### src/sv/tbd_pkg.sv
// Package for the two-band beat detector: widths, fixed-point coefficients,
// sequencer state type and the result record shared by all design files.
// No dependencies.
package tbd_pkg;

  // Level format is unsigned Q0.LEVEL_BITS
  localparam int LEVEL_BITS = 15;
  localparam int RUN_LIMIT  = 64;

  localparam int FRAC      = 16;
  localparam int SHARE_W   = 17;
  localparam int K_W       = 17;
  localparam int CNT_W     = 8;
  localparam int MUL_A_W   = (LEVEL_BITS > SHARE_W) ? LEVEL_BITS : SHARE_W;
  localparam int ACC_W     = MUL_A_W + K_W + 1;

  typedef logic [LEVEL_BITS-1:0]   level_t;
  typedef logic [SHARE_W-1:0]      share_t;
  typedef logic [K_W-1:0]          coef_t;
  typedef logic signed [CNT_W-1:0] cnt_t;
  typedef logic [MUL_A_W-1:0]      mul_a_t;
  typedef logic [ACC_W-1:0]        acc_t;

  // Q1.16 coefficients
  localparam coef_t K_SMOOTH_OLD = coef_t'(45875);
  localparam coef_t K_SMOOTH_NEW = coef_t'(19661);
  localparam coef_t K_AVG_OLD    = coef_t'(64783);
  localparam coef_t K_AVG_NEW    = coef_t'(753);
  localparam coef_t K_UP         = coef_t'(66191);
  localparam coef_t K_DOWN       = coef_t'(64881);
  localparam coef_t ONE_Q16      = coef_t'(65536);
  localparam share_t SHARE_MIN   = share_t'(6554);
  localparam share_t SHARE_MAX   = share_t'(64225);
  localparam acc_t HALF_Q16      = acc_t'(32768);

  localparam level_t PEAK_FLOOR  = level_t'(((64'd1 << LEVEL_BITS) + 64'd5) / 64'd10);

  localparam cnt_t RUN_MAX       = cnt_t'(RUN_LIMIT);
  localparam cnt_t RUN_MIN       = cnt_t'(-RUN_LIMIT);
  localparam cnt_t LONG_RUN      = cnt_t'(10);
  localparam cnt_t NEG_LONG_RUN  = cnt_t'(-10);
  localparam cnt_t BEAT_COUNT    = cnt_t'(3);
  localparam cnt_t SUSTAIN_END   = cnt_t'(20);
  localparam cnt_t CNT_ZERO      = cnt_t'(0);
  localparam cnt_t CNT_ONE       = cnt_t'(1);

  typedef enum logic [3:0] {
    ST_IDLE,
    ST_SM_OLD,
    ST_SM_NEW,
    ST_AVG_OLD,
    ST_AVG_NEW,
    ST_PEAK,
    ST_THR_PEAK,
    ST_THR_AVG,
    ST_DECIDE,
    ST_SHARE,
    ST_DECAY_OLD,
    ST_DECAY_NEW,
    ST_DONE
  } seq_state_t;

  typedef struct packed {
    logic   beat_low;
    logic   beat_high;
    logic   both_sustained;
    level_t strength_low;
    level_t strength_high;
  } result_t;

endpackage

### src/sv/tbd_if.sv
// Valid/ready channel interfaces for the beat detector input and result.
// Depends on tbd_pkg for the level width.
interface tbd_in_if;
  logic                 valid;
  logic                 ready;
  tbd_pkg::level_t      low_band_level;
  tbd_pkg::level_t      high_band_level;

  modport source(output valid, output low_band_level, output high_band_level, input ready);
  modport sink(input valid, input low_band_level, input high_band_level, output ready);
endinterface

interface tbd_out_if;
  logic                 valid;
  logic                 ready;
  logic                 beat_low;
  logic                 beat_high;
  logic                 both_sustained;
  tbd_pkg::level_t      strength_low;
  tbd_pkg::level_t      strength_high;

  modport source(output valid, output beat_low, output beat_high, output both_sustained,
                 output strength_low, output strength_high, input ready);
  modport sink(input valid, input beat_low, input beat_high, input both_sustained,
               input strength_low, input strength_high, output ready);
endinterface

### src/sv/tbd_mac.sv
// Shared multiply-accumulate unit: one product per cycle, while en or clr is set, into a registered
// accumulator. Depends on tbd_pkg.
module tbd_mac (
  input  logic            clk,
  input  logic            en,
  input  logic            clr,
  input  tbd_pkg::mul_a_t op_a,
  input  tbd_pkg::coef_t  op_b,
  output tbd_pkg::acc_t   acc
);

  logic [tbd_pkg::MUL_A_W+tbd_pkg::K_W-1:0] prod;
  tbd_pkg::acc_t acc_r;
  tbd_pkg::acc_t acc_nxt;

  assign prod = op_a * op_b;

  always_comb begin
    if (clr) begin
      acc_nxt = tbd_pkg::ACC_W'(prod);
    end else begin
      acc_nxt = acc_r + tbd_pkg::ACC_W'(prod);
    end
  end

  always_ff @(posedge clk) begin
    if (en || clr) begin
      acc_r <= acc_nxt;
    end
  end

  assign acc = acc_r;

endmodule

### src/sv/tbd_seq.sv
// Per-frame sequencer: holds both bands' tracking state and walks each band
// through its update using the shared MAC. Depends on tbd_pkg and tbd_mac.
module tbd_seq (
  input  logic              clk,
  input  logic              rst_n,
  input  logic              start,
  input  tbd_pkg::level_t   lvl_low,
  input  tbd_pkg::level_t   lvl_high,
  input  logic              out_free,
  output logic              idle,
  output logic              done,
  output tbd_pkg::result_t  res
);

  tbd_pkg::seq_state_t state_r, state_nxt;
  logic                band_r, band_nxt;
  logic                up_r, up_nxt;
  logic                down_r, down_nxt;
  tbd_pkg::level_t     lvl_low_r, lvl_high_r;

  tbd_pkg::level_t     sm_r    [2];
  tbd_pkg::level_t     avg_r   [2];
  tbd_pkg::level_t     peak_r  [2];
  tbd_pkg::level_t     cand_r  [2];
  tbd_pkg::share_t     share_r [2];
  tbd_pkg::cnt_t       cnt_r   [2];

  tbd_pkg::level_t     sm_nxt, avg_nxt, peak_nxt, cand_nxt;
  tbd_pkg::share_t     share_nxt;
  tbd_pkg::cnt_t       cnt_nxt;

  tbd_pkg::level_t     sm_cur, avg_cur, peak_cur, cand_cur, lvl_cur;
  tbd_pkg::share_t     share_cur;
  tbd_pkg::cnt_t       cnt_cur;

  logic                mac_en, mac_clr;
  tbd_pkg::mul_a_t     op_a;
  tbd_pkg::coef_t      op_b;
  tbd_pkg::acc_t       mac_acc;
  tbd_pkg::acc_t       rnd_sum;
  tbd_pkg::level_t     rnd_lvl;
  tbd_pkg::share_t     rnd_share;
  tbd_pkg::acc_t       sm_ext;

  tbd_mac u_mac (
    .clk  (clk),
    .en   (mac_en),
    .clr  (mac_clr),
    .op_a (op_a),
    .op_b (op_b),
    .acc  (mac_acc)
  );

  assign sm_cur    = sm_r[band_r];
  assign avg_cur   = avg_r[band_r];
  assign peak_cur  = peak_r[band_r];
  assign cand_cur  = cand_r[band_r];
  assign share_cur = share_r[band_r];
  assign cnt_cur   = cnt_r[band_r];
  assign lvl_cur   = band_r ? lvl_high_r : lvl_low_r;

  // round half up out of Q.16
  assign rnd_sum   = mac_acc + tbd_pkg::HALF_Q16;
  assign rnd_lvl   = rnd_sum[tbd_pkg::FRAC +: tbd_pkg::LEVEL_BITS];
  assign rnd_share = rnd_sum[tbd_pkg::FRAC +: tbd_pkg::SHARE_W];
  assign sm_ext    = tbd_pkg::ACC_W'({sm_cur, {tbd_pkg::FRAC{1'b0}}});

  always_ff @(posedge clk) begin
    if (!rst_n) begin
      state_r <= tbd_pkg::ST_IDLE;
      band_r  <= 1'b0;
      up_r    <= 1'b0;
      down_r  <= 1'b0;
      for (int i = 0; i < 2; i++) begin
        sm_r[i]    <= '0;
        avg_r[i]   <= '0;
        peak_r[i]  <= '0;
        cand_r[i]  <= '0;
        share_r[i] <= '0;
        cnt_r[i]   <= '0;
      end
    end else begin
      state_r         <= state_nxt;
      band_r          <= band_nxt;
      up_r            <= up_nxt;
      down_r          <= down_nxt;
      sm_r[band_r]    <= sm_nxt;
      avg_r[band_r]   <= avg_nxt;
      peak_r[band_r]  <= peak_nxt;
      cand_r[band_r]  <= cand_nxt;
      share_r[band_r] <= share_nxt;
      cnt_r[band_r]   <= cnt_nxt;
    end
  end

  always_ff @(posedge clk) begin
    if (start) begin
      lvl_low_r  <= lvl_low;
      lvl_high_r <= lvl_high;
    end
  end

  always_comb begin
    tbd_pkg::cnt_t   c0;
    tbd_pkg::cnt_t   c2;
    tbd_pkg::level_t cand0;
    tbd_pkg::level_t pk1;
    logic            above;

    state_nxt = state_r;
    band_nxt  = band_r;
    up_nxt    = up_r;
    down_nxt  = down_r;
    sm_nxt    = sm_cur;
    avg_nxt   = avg_cur;
    peak_nxt  = peak_cur;
    cand_nxt  = cand_cur;
    share_nxt = share_cur;
    cnt_nxt   = cnt_cur;
    mac_en    = 1'b0;
    mac_clr   = 1'b0;
    op_a      = '0;
    op_b      = '0;
    done      = 1'b0;
    c0        = cnt_cur;
    c2        = cnt_cur;
    cand0     = cand_cur;
    pk1       = peak_cur;
    above     = sm_ext > mac_acc;

    case (state_r)
      tbd_pkg::ST_IDLE: begin
        if (start) begin
          band_nxt  = 1'b0;
          state_nxt = tbd_pkg::ST_SM_OLD;
        end
      end
      tbd_pkg::ST_SM_OLD: begin
        mac_clr   = 1'b1;
        op_a      = tbd_pkg::MUL_A_W'(sm_cur);
        op_b      = tbd_pkg::K_SMOOTH_OLD;
        state_nxt = tbd_pkg::ST_SM_NEW;
      end
      tbd_pkg::ST_SM_NEW: begin
        mac_en    = 1'b1;
        op_a      = tbd_pkg::MUL_A_W'(lvl_cur);
        op_b      = tbd_pkg::K_SMOOTH_NEW;
        state_nxt = tbd_pkg::ST_AVG_OLD;
      end
      tbd_pkg::ST_AVG_OLD: begin
        sm_nxt    = rnd_lvl;
        mac_clr   = 1'b1;
        op_a      = tbd_pkg::MUL_A_W'(avg_cur);
        op_b      = tbd_pkg::K_AVG_OLD;
        state_nxt = tbd_pkg::ST_AVG_NEW;
      end
      tbd_pkg::ST_AVG_NEW: begin
        mac_en    = 1'b1;
        op_a      = tbd_pkg::MUL_A_W'(sm_cur);
        op_b      = tbd_pkg::K_AVG_NEW;
        state_nxt = tbd_pkg::ST_PEAK;
      end
      tbd_pkg::ST_PEAK: begin
        avg_nxt  = rnd_lvl;
        pk1      = (peak_cur > tbd_pkg::PEAK_FLOOR) ? peak_cur : tbd_pkg::PEAK_FLOOR;
        peak_nxt = (pk1 > rnd_lvl) ? pk1 : rnd_lvl;
        if (share_cur < tbd_pkg::SHARE_MIN) begin
          share_nxt = tbd_pkg::SHARE_MIN;
        end else if (share_cur > tbd_pkg::SHARE_MAX) begin
          share_nxt = tbd_pkg::SHARE_MAX;
        end
        state_nxt = tbd_pkg::ST_THR_PEAK;
      end
      tbd_pkg::ST_THR_PEAK: begin
        mac_clr   = 1'b1;
        op_a      = tbd_pkg::MUL_A_W'(peak_cur);
        op_b      = tbd_pkg::K_W'(share_cur);
        state_nxt = tbd_pkg::ST_THR_AVG;
      end
      tbd_pkg::ST_THR_AVG: begin
        mac_en    = 1'b1;
        op_a      = tbd_pkg::MUL_A_W'(avg_cur);
        op_b      = tbd_pkg::ONE_Q16 - tbd_pkg::K_W'(share_cur);
        state_nxt = tbd_pkg::ST_DECIDE;
      end
      tbd_pkg::ST_DECIDE: begin
        // accumulator holds peak*share + avg*(1-share), exact
        up_nxt   = 1'b0;
        down_nxt = 1'b0;
        if (above) begin
          if (cnt_cur <= tbd_pkg::CNT_ZERO) begin
            cnt_nxt  = tbd_pkg::CNT_ONE;
            cand_nxt = sm_cur;
          end else begin
            c2      = (cnt_cur < tbd_pkg::RUN_MAX) ? cnt_cur + tbd_pkg::CNT_ONE : cnt_cur;
            cnt_nxt = c2;
            if (c2 > tbd_pkg::LONG_RUN) begin
              if (cand_cur > peak_cur) begin
                peak_nxt = cand_cur;
              end else begin
                up_nxt = 1'b1;
              end
            end
            cand_nxt = (cand_cur > sm_cur) ? cand_cur : sm_cur;
          end
        end else begin
          if (cnt_cur > tbd_pkg::CNT_ZERO) begin
            peak_nxt = cand_cur;
            c0       = tbd_pkg::CNT_ZERO;
            cand0    = sm_cur;
          end
          cand_nxt = (cand0 > sm_cur) ? cand0 : sm_cur;
          c2       = (c0 > tbd_pkg::RUN_MIN) ? c0 - tbd_pkg::CNT_ONE : c0;
          cnt_nxt  = c2;
          if (c2 < tbd_pkg::NEG_LONG_RUN) begin
            down_nxt = 1'b1;
          end
        end
        mac_clr   = 1'b1;
        op_a      = tbd_pkg::MUL_A_W'(share_cur);
        op_b      = above ? tbd_pkg::K_UP : tbd_pkg::K_DOWN;
        state_nxt = tbd_pkg::ST_SHARE;
      end
      tbd_pkg::ST_SHARE: begin
        if (up_r || down_r) begin
          share_nxt = rnd_share;
        end
        mac_clr   = 1'b1;
        op_a      = tbd_pkg::MUL_A_W'(peak_cur);
        op_b      = tbd_pkg::K_AVG_OLD;
        state_nxt = tbd_pkg::ST_DECAY_OLD;
      end
      tbd_pkg::ST_DECAY_OLD: begin
        mac_en    = 1'b1;
        op_a      = tbd_pkg::MUL_A_W'(cand_cur);
        op_b      = tbd_pkg::K_AVG_NEW;
        state_nxt = tbd_pkg::ST_DECAY_NEW;
      end
      tbd_pkg::ST_DECAY_NEW: begin
        if (down_r) begin
          peak_nxt = rnd_lvl;
        end
        if (!band_r) begin
          band_nxt  = 1'b1;
          state_nxt = tbd_pkg::ST_SM_OLD;
        end else begin
          state_nxt = tbd_pkg::ST_DONE;
        end
      end
      tbd_pkg::ST_DONE: begin
        if (out_free) begin
          done      = 1'b1;
          band_nxt  = 1'b0;
          state_nxt = tbd_pkg::ST_IDLE;
        end
      end
      default: begin
        state_nxt = tbd_pkg::ST_IDLE;
      end
    endcase
  end

  assign idle = (state_r == tbd_pkg::ST_IDLE);

  // frame result from the final per-band state
  always_comb begin
    logic sus_low;
    logic sus_high;

    sus_low  = (cnt_r[0] >= tbd_pkg::BEAT_COUNT) && (cnt_r[0] < tbd_pkg::SUSTAIN_END);
    sus_high = (cnt_r[1] >= tbd_pkg::BEAT_COUNT) && (cnt_r[1] < tbd_pkg::SUSTAIN_END);
    res.beat_low       = (cnt_r[0] == tbd_pkg::BEAT_COUNT);
    res.beat_high      = (cnt_r[1] == tbd_pkg::BEAT_COUNT);
    res.both_sustained = (res.beat_low || res.beat_high) && sus_low && sus_high;
    res.strength_low   = res.beat_low ? cand_r[0] : '0;
    res.strength_high  = res.beat_high ? cand_r[1] : '0;
  end

endmodule

### src/sv/two_band_beat_detector_core.sv
// Each frame runs 11 sequencer steps per band on one shared multiply-accumulate
// unit, then hands the result off to the output register.
// Frames are taken one at a time, only while the sequencer is idle; the
// next frame is taken while a finished result waits in the output register.
// Reset: synchronous, active low; clears all band state to zero and both channels idle.
module two_band_beat_detector_core (
  input  logic           clk,
  input  logic           rst_n,
  tbd_in_if.sink         in_ch,
  tbd_out_if.source      out_ch
);

  logic             seq_idle;
  logic             seq_done;
  logic             out_free;
  logic             in_take;
  tbd_pkg::result_t seq_res;
  tbd_pkg::result_t out_data_r;
  logic             out_valid_r;

  assign in_ch.ready = seq_idle;
  assign in_take     = in_ch.valid && seq_idle;
  assign out_free    = !out_valid_r || out_ch.ready;

  tbd_seq u_seq (
    .clk      (clk),
    .rst_n    (rst_n),
    .start    (in_take),
    .lvl_low  (in_ch.low_band_level),
    .lvl_high (in_ch.high_band_level),
    .out_free (out_free),
    .idle     (seq_idle),
    .done     (seq_done),
    .res      (seq_res)
  );

  always_ff @(posedge clk) begin
    if (!rst_n) begin
      out_valid_r <= 1'b0;
    end else if (seq_done) begin
      out_valid_r <= 1'b1;
    end else if (out_ch.ready) begin
      out_valid_r <= 1'b0;
    end
  end

  always_ff @(posedge clk) begin
    if (seq_done) begin
      out_data_r <= seq_res;
    end
  end

  assign out_ch.valid          = out_valid_r;
  assign out_ch.beat_low       = out_data_r.beat_low;
  assign out_ch.beat_high      = out_data_r.beat_high;
  assign out_ch.both_sustained = out_data_r.both_sustained;
  assign out_ch.strength_low   = out_data_r.strength_low;
  assign out_ch.strength_high  = out_data_r.strength_high;

endmodule

### src/flat_wrapper.sv
// flat-port wrapper written by rule: the top's interface ports become plain ports
module two_band_beat_detector_core_flat 
  (clk, rst_n, in_ch_valid, in_ch_low_band_level, in_ch_high_band_level, in_ch_ready, out_ch_valid, out_ch_beat_low, out_ch_beat_high, out_ch_both_sustained, out_ch_strength_low, out_ch_strength_high, out_ch_ready);
  tbd_in_if in_ch_i ();
  tbd_out_if out_ch_i ();
  input  logic clk;
  input  logic rst_n;
  input wire logic [$bits(in_ch_i.valid)-1:0] in_ch_valid;
  input wire logic [$bits(in_ch_i.low_band_level)-1:0] in_ch_low_band_level;
  input wire logic [$bits(in_ch_i.high_band_level)-1:0] in_ch_high_band_level;
  output wire logic [$bits(in_ch_i.ready)-1:0] in_ch_ready;
  output wire logic [$bits(out_ch_i.valid)-1:0] out_ch_valid;
  output wire logic [$bits(out_ch_i.beat_low)-1:0] out_ch_beat_low;
  output wire logic [$bits(out_ch_i.beat_high)-1:0] out_ch_beat_high;
  output wire logic [$bits(out_ch_i.both_sustained)-1:0] out_ch_both_sustained;
  output wire logic [$bits(out_ch_i.strength_low)-1:0] out_ch_strength_low;
  output wire logic [$bits(out_ch_i.strength_high)-1:0] out_ch_strength_high;
  input wire logic [$bits(out_ch_i.ready)-1:0] out_ch_ready;
  assign in_ch_i.valid = in_ch_valid;
  assign in_ch_i.low_band_level = in_ch_low_band_level;
  assign in_ch_i.high_band_level = in_ch_high_band_level;
  assign in_ch_ready = in_ch_i.ready;
  assign out_ch_valid = out_ch_i.valid;
  assign out_ch_beat_low = out_ch_i.beat_low;
  assign out_ch_beat_high = out_ch_i.beat_high;
  assign out_ch_both_sustained = out_ch_i.both_sustained;
  assign out_ch_strength_low = out_ch_i.strength_low;
  assign out_ch_strength_high = out_ch_i.strength_high;
  assign out_ch_i.ready = out_ch_ready;
  two_band_beat_detector_core u_core (.clk(clk), .rst_n(rst_n), .in_ch(in_ch_i), .out_ch(out_ch_i));
endmodule
### config.mk
export PLATFORM = sky130hd
export DESIGN_NAME = two_band_beat_detector_core_flat
export DESIGN_NICKNAME = d
export VERILOG_FILES = /design/src/sv/tbd_pkg.sv /design/src/sv/tbd_if.sv /design/src/sv/tbd_mac.sv /design/src/sv/tbd_seq.sv /design/src/sv/two_band_beat_detector_core.sv /design/src/flat_wrapper.sv
export SDC_FILE = /design/constraint.sdc
export NUM_CORES = 2
export LEC_CHECK = 0
export BUFFER_PORTS_ARGS = -buffer_cell sky130_fd_sc_hd__buf_2
export CORE_ASPECT_RATIO = 1.5
export CORE_UTILIZATION = 40
export CTS_CLUSTER_SIZE = 8
export DETAILED_ROUTE_END_ITERATION = 16
export GPL_TIMING_DRIVEN = 0
export MAX_ROUTING_LAYER = met4
export PLACE_DENSITY_LB_ADDON = 0.05
export SLEW_MARGIN = 20
export SYNTH_ARGS = -nofsm -noshare
export SYNTH_HDL_FRONTEND = slang
export SYNTH_SLANG_ARGS = --single-unit
### constraint.sdc
create_clock -name clk -period 19.47 [get_ports clk]
set_input_delay 3.894 -clock clk [delete_from_list [all_inputs] [get_ports clk]]
set_output_delay 3.894 -clock clk [all_outputs]
set_load 0.02 [all_outputs]
# After elaboration in Yosys (flattened, before gate mapping)
# Memories as Yosys holds them, arrays and structs flattened. A register that Yosys moved wholly into a read port is not among the register bits.
# Cells that the tools add are included.
# word_totals
mem_bits_rw	170
elab_cells	175
regBits	76
memories	6
# classes
add_sub_neg	5
n_mul	1
order_cmp	18
muxes	87
eq_ne	16
n_reduce_logical	30
# mem_list
name	words	word_bits	read_ports	rd_ports_with_merged_regs	write_ports	line	source
u_core.u_seq.share_r	2	17	1	1	2	tbd_seq.sv:25	tbd_pkg::share_t share_r [2];
u_core.u_seq.avg_r	2	15	1	1	2	tbd_seq.sv:22	tbd_pkg::level_t avg_r [2];
u_core.u_seq.cand_r	2	15	3	3	2	tbd_seq.sv:24	tbd_pkg::level_t cand_r [2];
u_core.u_seq.peak_r	2	15	1	1	2	tbd_seq.sv:23	tbd_pkg::level_t peak_r [2];
u_core.u_seq.sm_r	2	15	1	1	2	tbd_seq.sv:21	tbd_pkg::level_t sm_r [2];
u_core.u_seq.cnt_r	2	8	3	1	2	tbd_seq.sv:26	tbd_pkg::cnt_t cnt_r [2];
# op_table
cell	n
$mux 15	23
$pmux 17 s7	1
$pmux 17 s6	1
$mux 17	5
$mux 8	9
$gt 15x15->1	4
$reduce_or 15->1	4
$pmux 4 s13	1
$pmux 15 s3	1
$mux 1	40
$add 35x34->35	1
$gt 31x35->1	1
$mul 17x17->34	1
$mux 34	1
$pmux 17 s2	1
$add 33x16->33 const B	1
$eq 4x4->1 const B	5
$gt 17x16->1 const B	1
$lt 17x13->1 const B	1
$reduce_or 17->1	1
$sub 17x17->17 const A	1
$eq 4x3->1 const B	4
$eq 8x3->1 const B	2
$ge 8x3->1 const B	2
28 further kinds	45

# Depth between registers and ports, before layout
# logic_depth
word_depth	9
depth_mapped	47
ltp_nobuf	42

# By module
# Synthesis repeated with hierarchy kept, for this count alone.
# unflattened
cells_unflattened	3286
area_unflattened_um2	29782.3
# modules_own_cells
mod	seq_area_each_um2	n_inst	cells_each	area_per_inst_um2
tbd_seq	6165.9	1	1764	15936.5
tbd_mac	1051.0	1	1484	12799.8
two_band_beat_detector_core	1011.0	1	38	1046.0

# Worst setup path before layout
# No wires, ideal clock.
# synth_timing
kind	flip-flop to flip-flop
start	register with a tool-made name
end	register u_core.u_seq.u_mac.acc_r[32] (netlist: u_core.u_seq.u_mac.acc[32]), data pin
path_slack_ns	8.775
path_buffers	7
t_arrival_ns	10.427
setup_ns	0.268
path_stages_with_launch	47
required_ns	19.202
path_cell_list	dfxtp_1 -> buf_6 -> buf_6 -> buf_6 -> buf_4 -> buf_2 -> mux2_2 -> ha_1 -> a21o_1 -> a21oi_1 -> o211ai_1 -> a2111o_1 -> a21oi_1 -> a31oi_1 -> o21ai_1 -> buf_2 -> nand2_1 -> fa_1 -> [... 11 more ...] -> clkbuf_1 -> and4_1 -> nand2_1 -> nor4_1 -> a21oi_1 -> a31oi_1 -> a21o_1 -> a21oi_1 -> xnor2_1 -> ha_1 -> a21oi_1 -> nor2b_1 -> or3_1 -> a211o_1 -> a31o_2 -> a21oi_1 -> xor2_1 -> o21ai_0
# synth_rtl
element	line	source
end signal, assigned	tbd_mac.sv:28	acc_r <= acc_nxt;
end, declared	tbd_mac.sv:13	tbd_pkg::acc_t acc_r;

==> impl_metrics.toml <==
[worst_setup_path]
path_class = "reg2reg"
critPathMaxStageDelay_ns = 0.86
crit_arrival_ns = 15.06
cp_max_fo = 10
crit_path_frequent_cell = "fa_1"
rr_worst_depth = 42
crit_path_start_kind = "register"
crit_slowest_cell = "mux2i_1"
worstSetupEndpointType = "register"
cp.required_ns = 19.81

[global_route]
grt_pass1_wl_um = 175000
grt_max_degree = 49
track_usage_pct = 34.6
antenna_found_initial = 1
grt_pass1_vias = 25740
gr-total-overflow = 0

[sta]
drv_slew = 0
period_needed_ns = 14.72
slew_headroom_pct = 18.2
finalClockSkew_ns = 0.0197
fmaxAchievable_mhz = 67.9
finalSetupTns_ns = 0
finalHoldWorstSlack_ns = 0.542
hold_violations = 0
period_share_pct = 75.6
worst_slew_pin_slew_ns = 1.23
rsz0062_at_grt = "no"
setup_viol = 0

[power]
power_per_cell_area_mw_per_mm2 = 62.8
leakagePower_uw = 0.0140
ir_worst_vdd_uv = 67.3
p_total_uw = 2000

[synthesis]
synth-seq-cells = 277
synth_area_per_cell_um2 = 9.10
yosysMostFrequentCell = "inv_1"
synth_area_leader_cell = "edfxtp_1"
yosys_warnings = 0
synth_area_leaders = "edfxtp_1 (28%), fa_1 (16%), ha_1 (9.8%)"
syn_area_mm2 = 0.0288
synthesis.nets = 3645
synth_edf_count = 268
synth_ff_type = "edfxtp_1"
synth_cells = 3160
synth.top_cell.area_share_pct = 28.0
async_reset_ff_share_pct = 0
yosysSeqAreaShare_pct = 28.6
yosys-top-cells-count = "inv_1 (385), nor2_1 (382), nand2_1 (336)"
synth_cell_types = 90

[routing]
firstDrtPassIters = 6
wl_met3_um = 5450
wl_met2_um = 64800
via_per_inst = 5.87
met1_length_um = 41300
drt-initial-drc-count = 1851
ant_nets = 0
highest_layer = "met4"
finalWirelength_um = 123000
wl_per_cell_um = 29.0
post-route-drc-count = 0
vias = 24825

[floorplan]
start_util_pct = 40.3
core_mm2 = 0.0713
die_x_um = 221
die_y_um = 330
die_area_mm2 = 0.0730
num_io_pins = 69
rows = 120

[placed_design]
place.gp.congestion = 0.990
io_buffer_count = 68
hpwl_um = 99700

[cts]
htreeDepth = 2
cts_hold_buf = 0
cts_tree = "yes"
cts_setup_buffers = 0
cts_root_buf = "clkbuf_16"
clk_pin_slew_worst_paths_ns = 0.06
cts_sinks = 277
cts_resized = 0
cts_max_path_buffers = 3
worstSkewPairLatency_ns = 0.61
cts_buffers = 41

[hold_path]
hp-start = "u_core.u_seq.up_r"
min_path_cells = 2
hp-class = "reg2reg"

[finish]
drive_gt1_share_pct = 9.23
nets = 3777
synthToLayoutAreaGrowth_pct = 10.9

[job]
drv_cap = 0

[run_status]
outcome = "completed"
==> kinds of logic (layout without fill, tap and decap cells) <==
logic type | count (synthesis) | in the layout | share of synthesized area [%]
and+or+nand+nor | 1014 | 1014 | 15.6
AOI/OAI and AO/OA | 669 | 669 | 15.3
buffers and inverters | 532 | 686 | 7.45
adders and majority gates | 451 | 451 | 25.5
DFF | 277 | 277 | 28.6
muxes | 127 | 127 | 4.77
xor gates and xnor gates | 90 | 90 | 2.74
other | 0 | 2 | 0
==> worst paths after layout <==
check | to | slack (ns)
max | u_core.u_seq.u_mac.acc[32] | 4.75
min | u_core.u_seq.up_r | 0.54
max reg2reg | u_core.u_seq.u_mac.acc[32] | 4.75
min reg2reg | u_core.u_seq.up_r | 0.54
==> worst max-delay path, delay by kind of cell, from the launching register on <==
family / cells / cell delay, ns
multiplexers: 1 / 0.86
adder cells (fa/ha/maj): 9 / 4.32
AND/OR/NAND/NOR: 6 / 1.43
AO/OA/AOI/OAI: 14 / 3.29
flip-flops: 1 / 0.52
XOR/XNOR: 2 / 0.55
buffers and inverters: 10 / 3.41
==> cell type report <==
| class | count | area (um^2) |
|---|---|---|
| multi-input combinational | 2351 | 18600 |
| fill | 6970 | 39400 |
| inverter | 385 | 1450 |
| tap | 915 | 1140 |
| sequential | 277 | 8230 |
| timing repair buffer | 89 | 641 |
| clock inverter | 5 | 70.1 |
| clock buffer | 60 | 1110 |
| buffer | 147 | 706 |
| antenna | 2 | 5.00 |
==> sequential cells by signal (all words and copies together), names as in the netlist, named ones only <==
| register | count |
|---|---|
| u_core.out_ch.strength_high | 15 |
| u_core.u_seq.down_r | 1 |
| u_core.u_seq.share_r | 34 |
| u_core.u_seq.cand_r | 30 |
| u_core.u_seq.u_mac.acc | 35 |
| u_core.u_seq.state_r | 4 |
| u_core.out_ch.beat_high | 1 |
| u_core.u_seq.lvl_high_r | 15 |
| u_core.u_seq.up_r | 1 |
| u_core.u_seq.band_r | 1 |
| u_core.out_ch.strength_low | 15 |
| u_core.out_ch.both_sustained | 1 |
| u_core.u_seq.avg_r | 30 |
| u_core.out_ch.valid | 1 |
| u_core.u_seq.peak_r | 30 |
| u_core.u_seq.cnt_r | 16 |
| u_core.out_ch.beat_low | 1 |
| u_core.u_seq.sm_r | 30 |
| u_core.u_seq.lvl_low_r | 15 |
==> power by group <==
part	internal (uW)	switching, uW	leakage, uW
logic	190	392	0.0105
clock network	394	299	0.000571
registers	697	30.8	0.00287
==> metrics by stage <==
| step | setup WS, ns | std cells | cell area (um^2) | util [%] |
|---|---|---|---|---|
| final | 4.75 | 4231 | 31900 | 44.7 |
| after CTS | 4.62 | 4229 | 31900 | 44.7 |
| after global placement | 4.25 | 4143 | 30300 | 42.4 |
| after floorplan | 8.77 | 3160 | 28800 | - |
| after global routing | 4.30 | 4230 | 31900 | 44.7 |
| after detailed placement | 4.70 | 4164 | 30700 | 43.1 |
==> layer usage <==
metal	up-vias	track usage (%)
met5	-	-
met4	0	27.0
met3	368	3.85
met2	884	63.3
met1	12411	33.6
li1	11162	-
==> cells in the final DEF (no fill, tap or decap), drive strengths merged, types with 8 or more instances in the layout <==
cell	synthesis	routed
mux2	44	44
and2	65	65
a211oi	20	20
nand2	336	336
inv	385	388
buf	55	144
nor4	12	12
xnor2	63	63
o31ai	9	9
o221a	10	10
o221ai	24	24
nand2b	17	17
or2	10	10
nand4	29	29
dfxtp	9	9
xor2	27	27
nor2b	34	34
nor2	382	382
ha	226	226
edfxtp	268	268
clkbuf	92	152
o211ai	16	16
nor3	49	49
and3	15	15
a21o	52	52
a31oi	25	25
mux2i	83	83
o31a	13	13
a21oi	196	196
nand3	39	39
a2111oi	8	8
a22oi	12	12
o21a	23	23
o21ai	148	148
o22ai	31	31
a221oi	24	24
fa	225	225
Note: power is estimated with default switching activity, not from simulation.
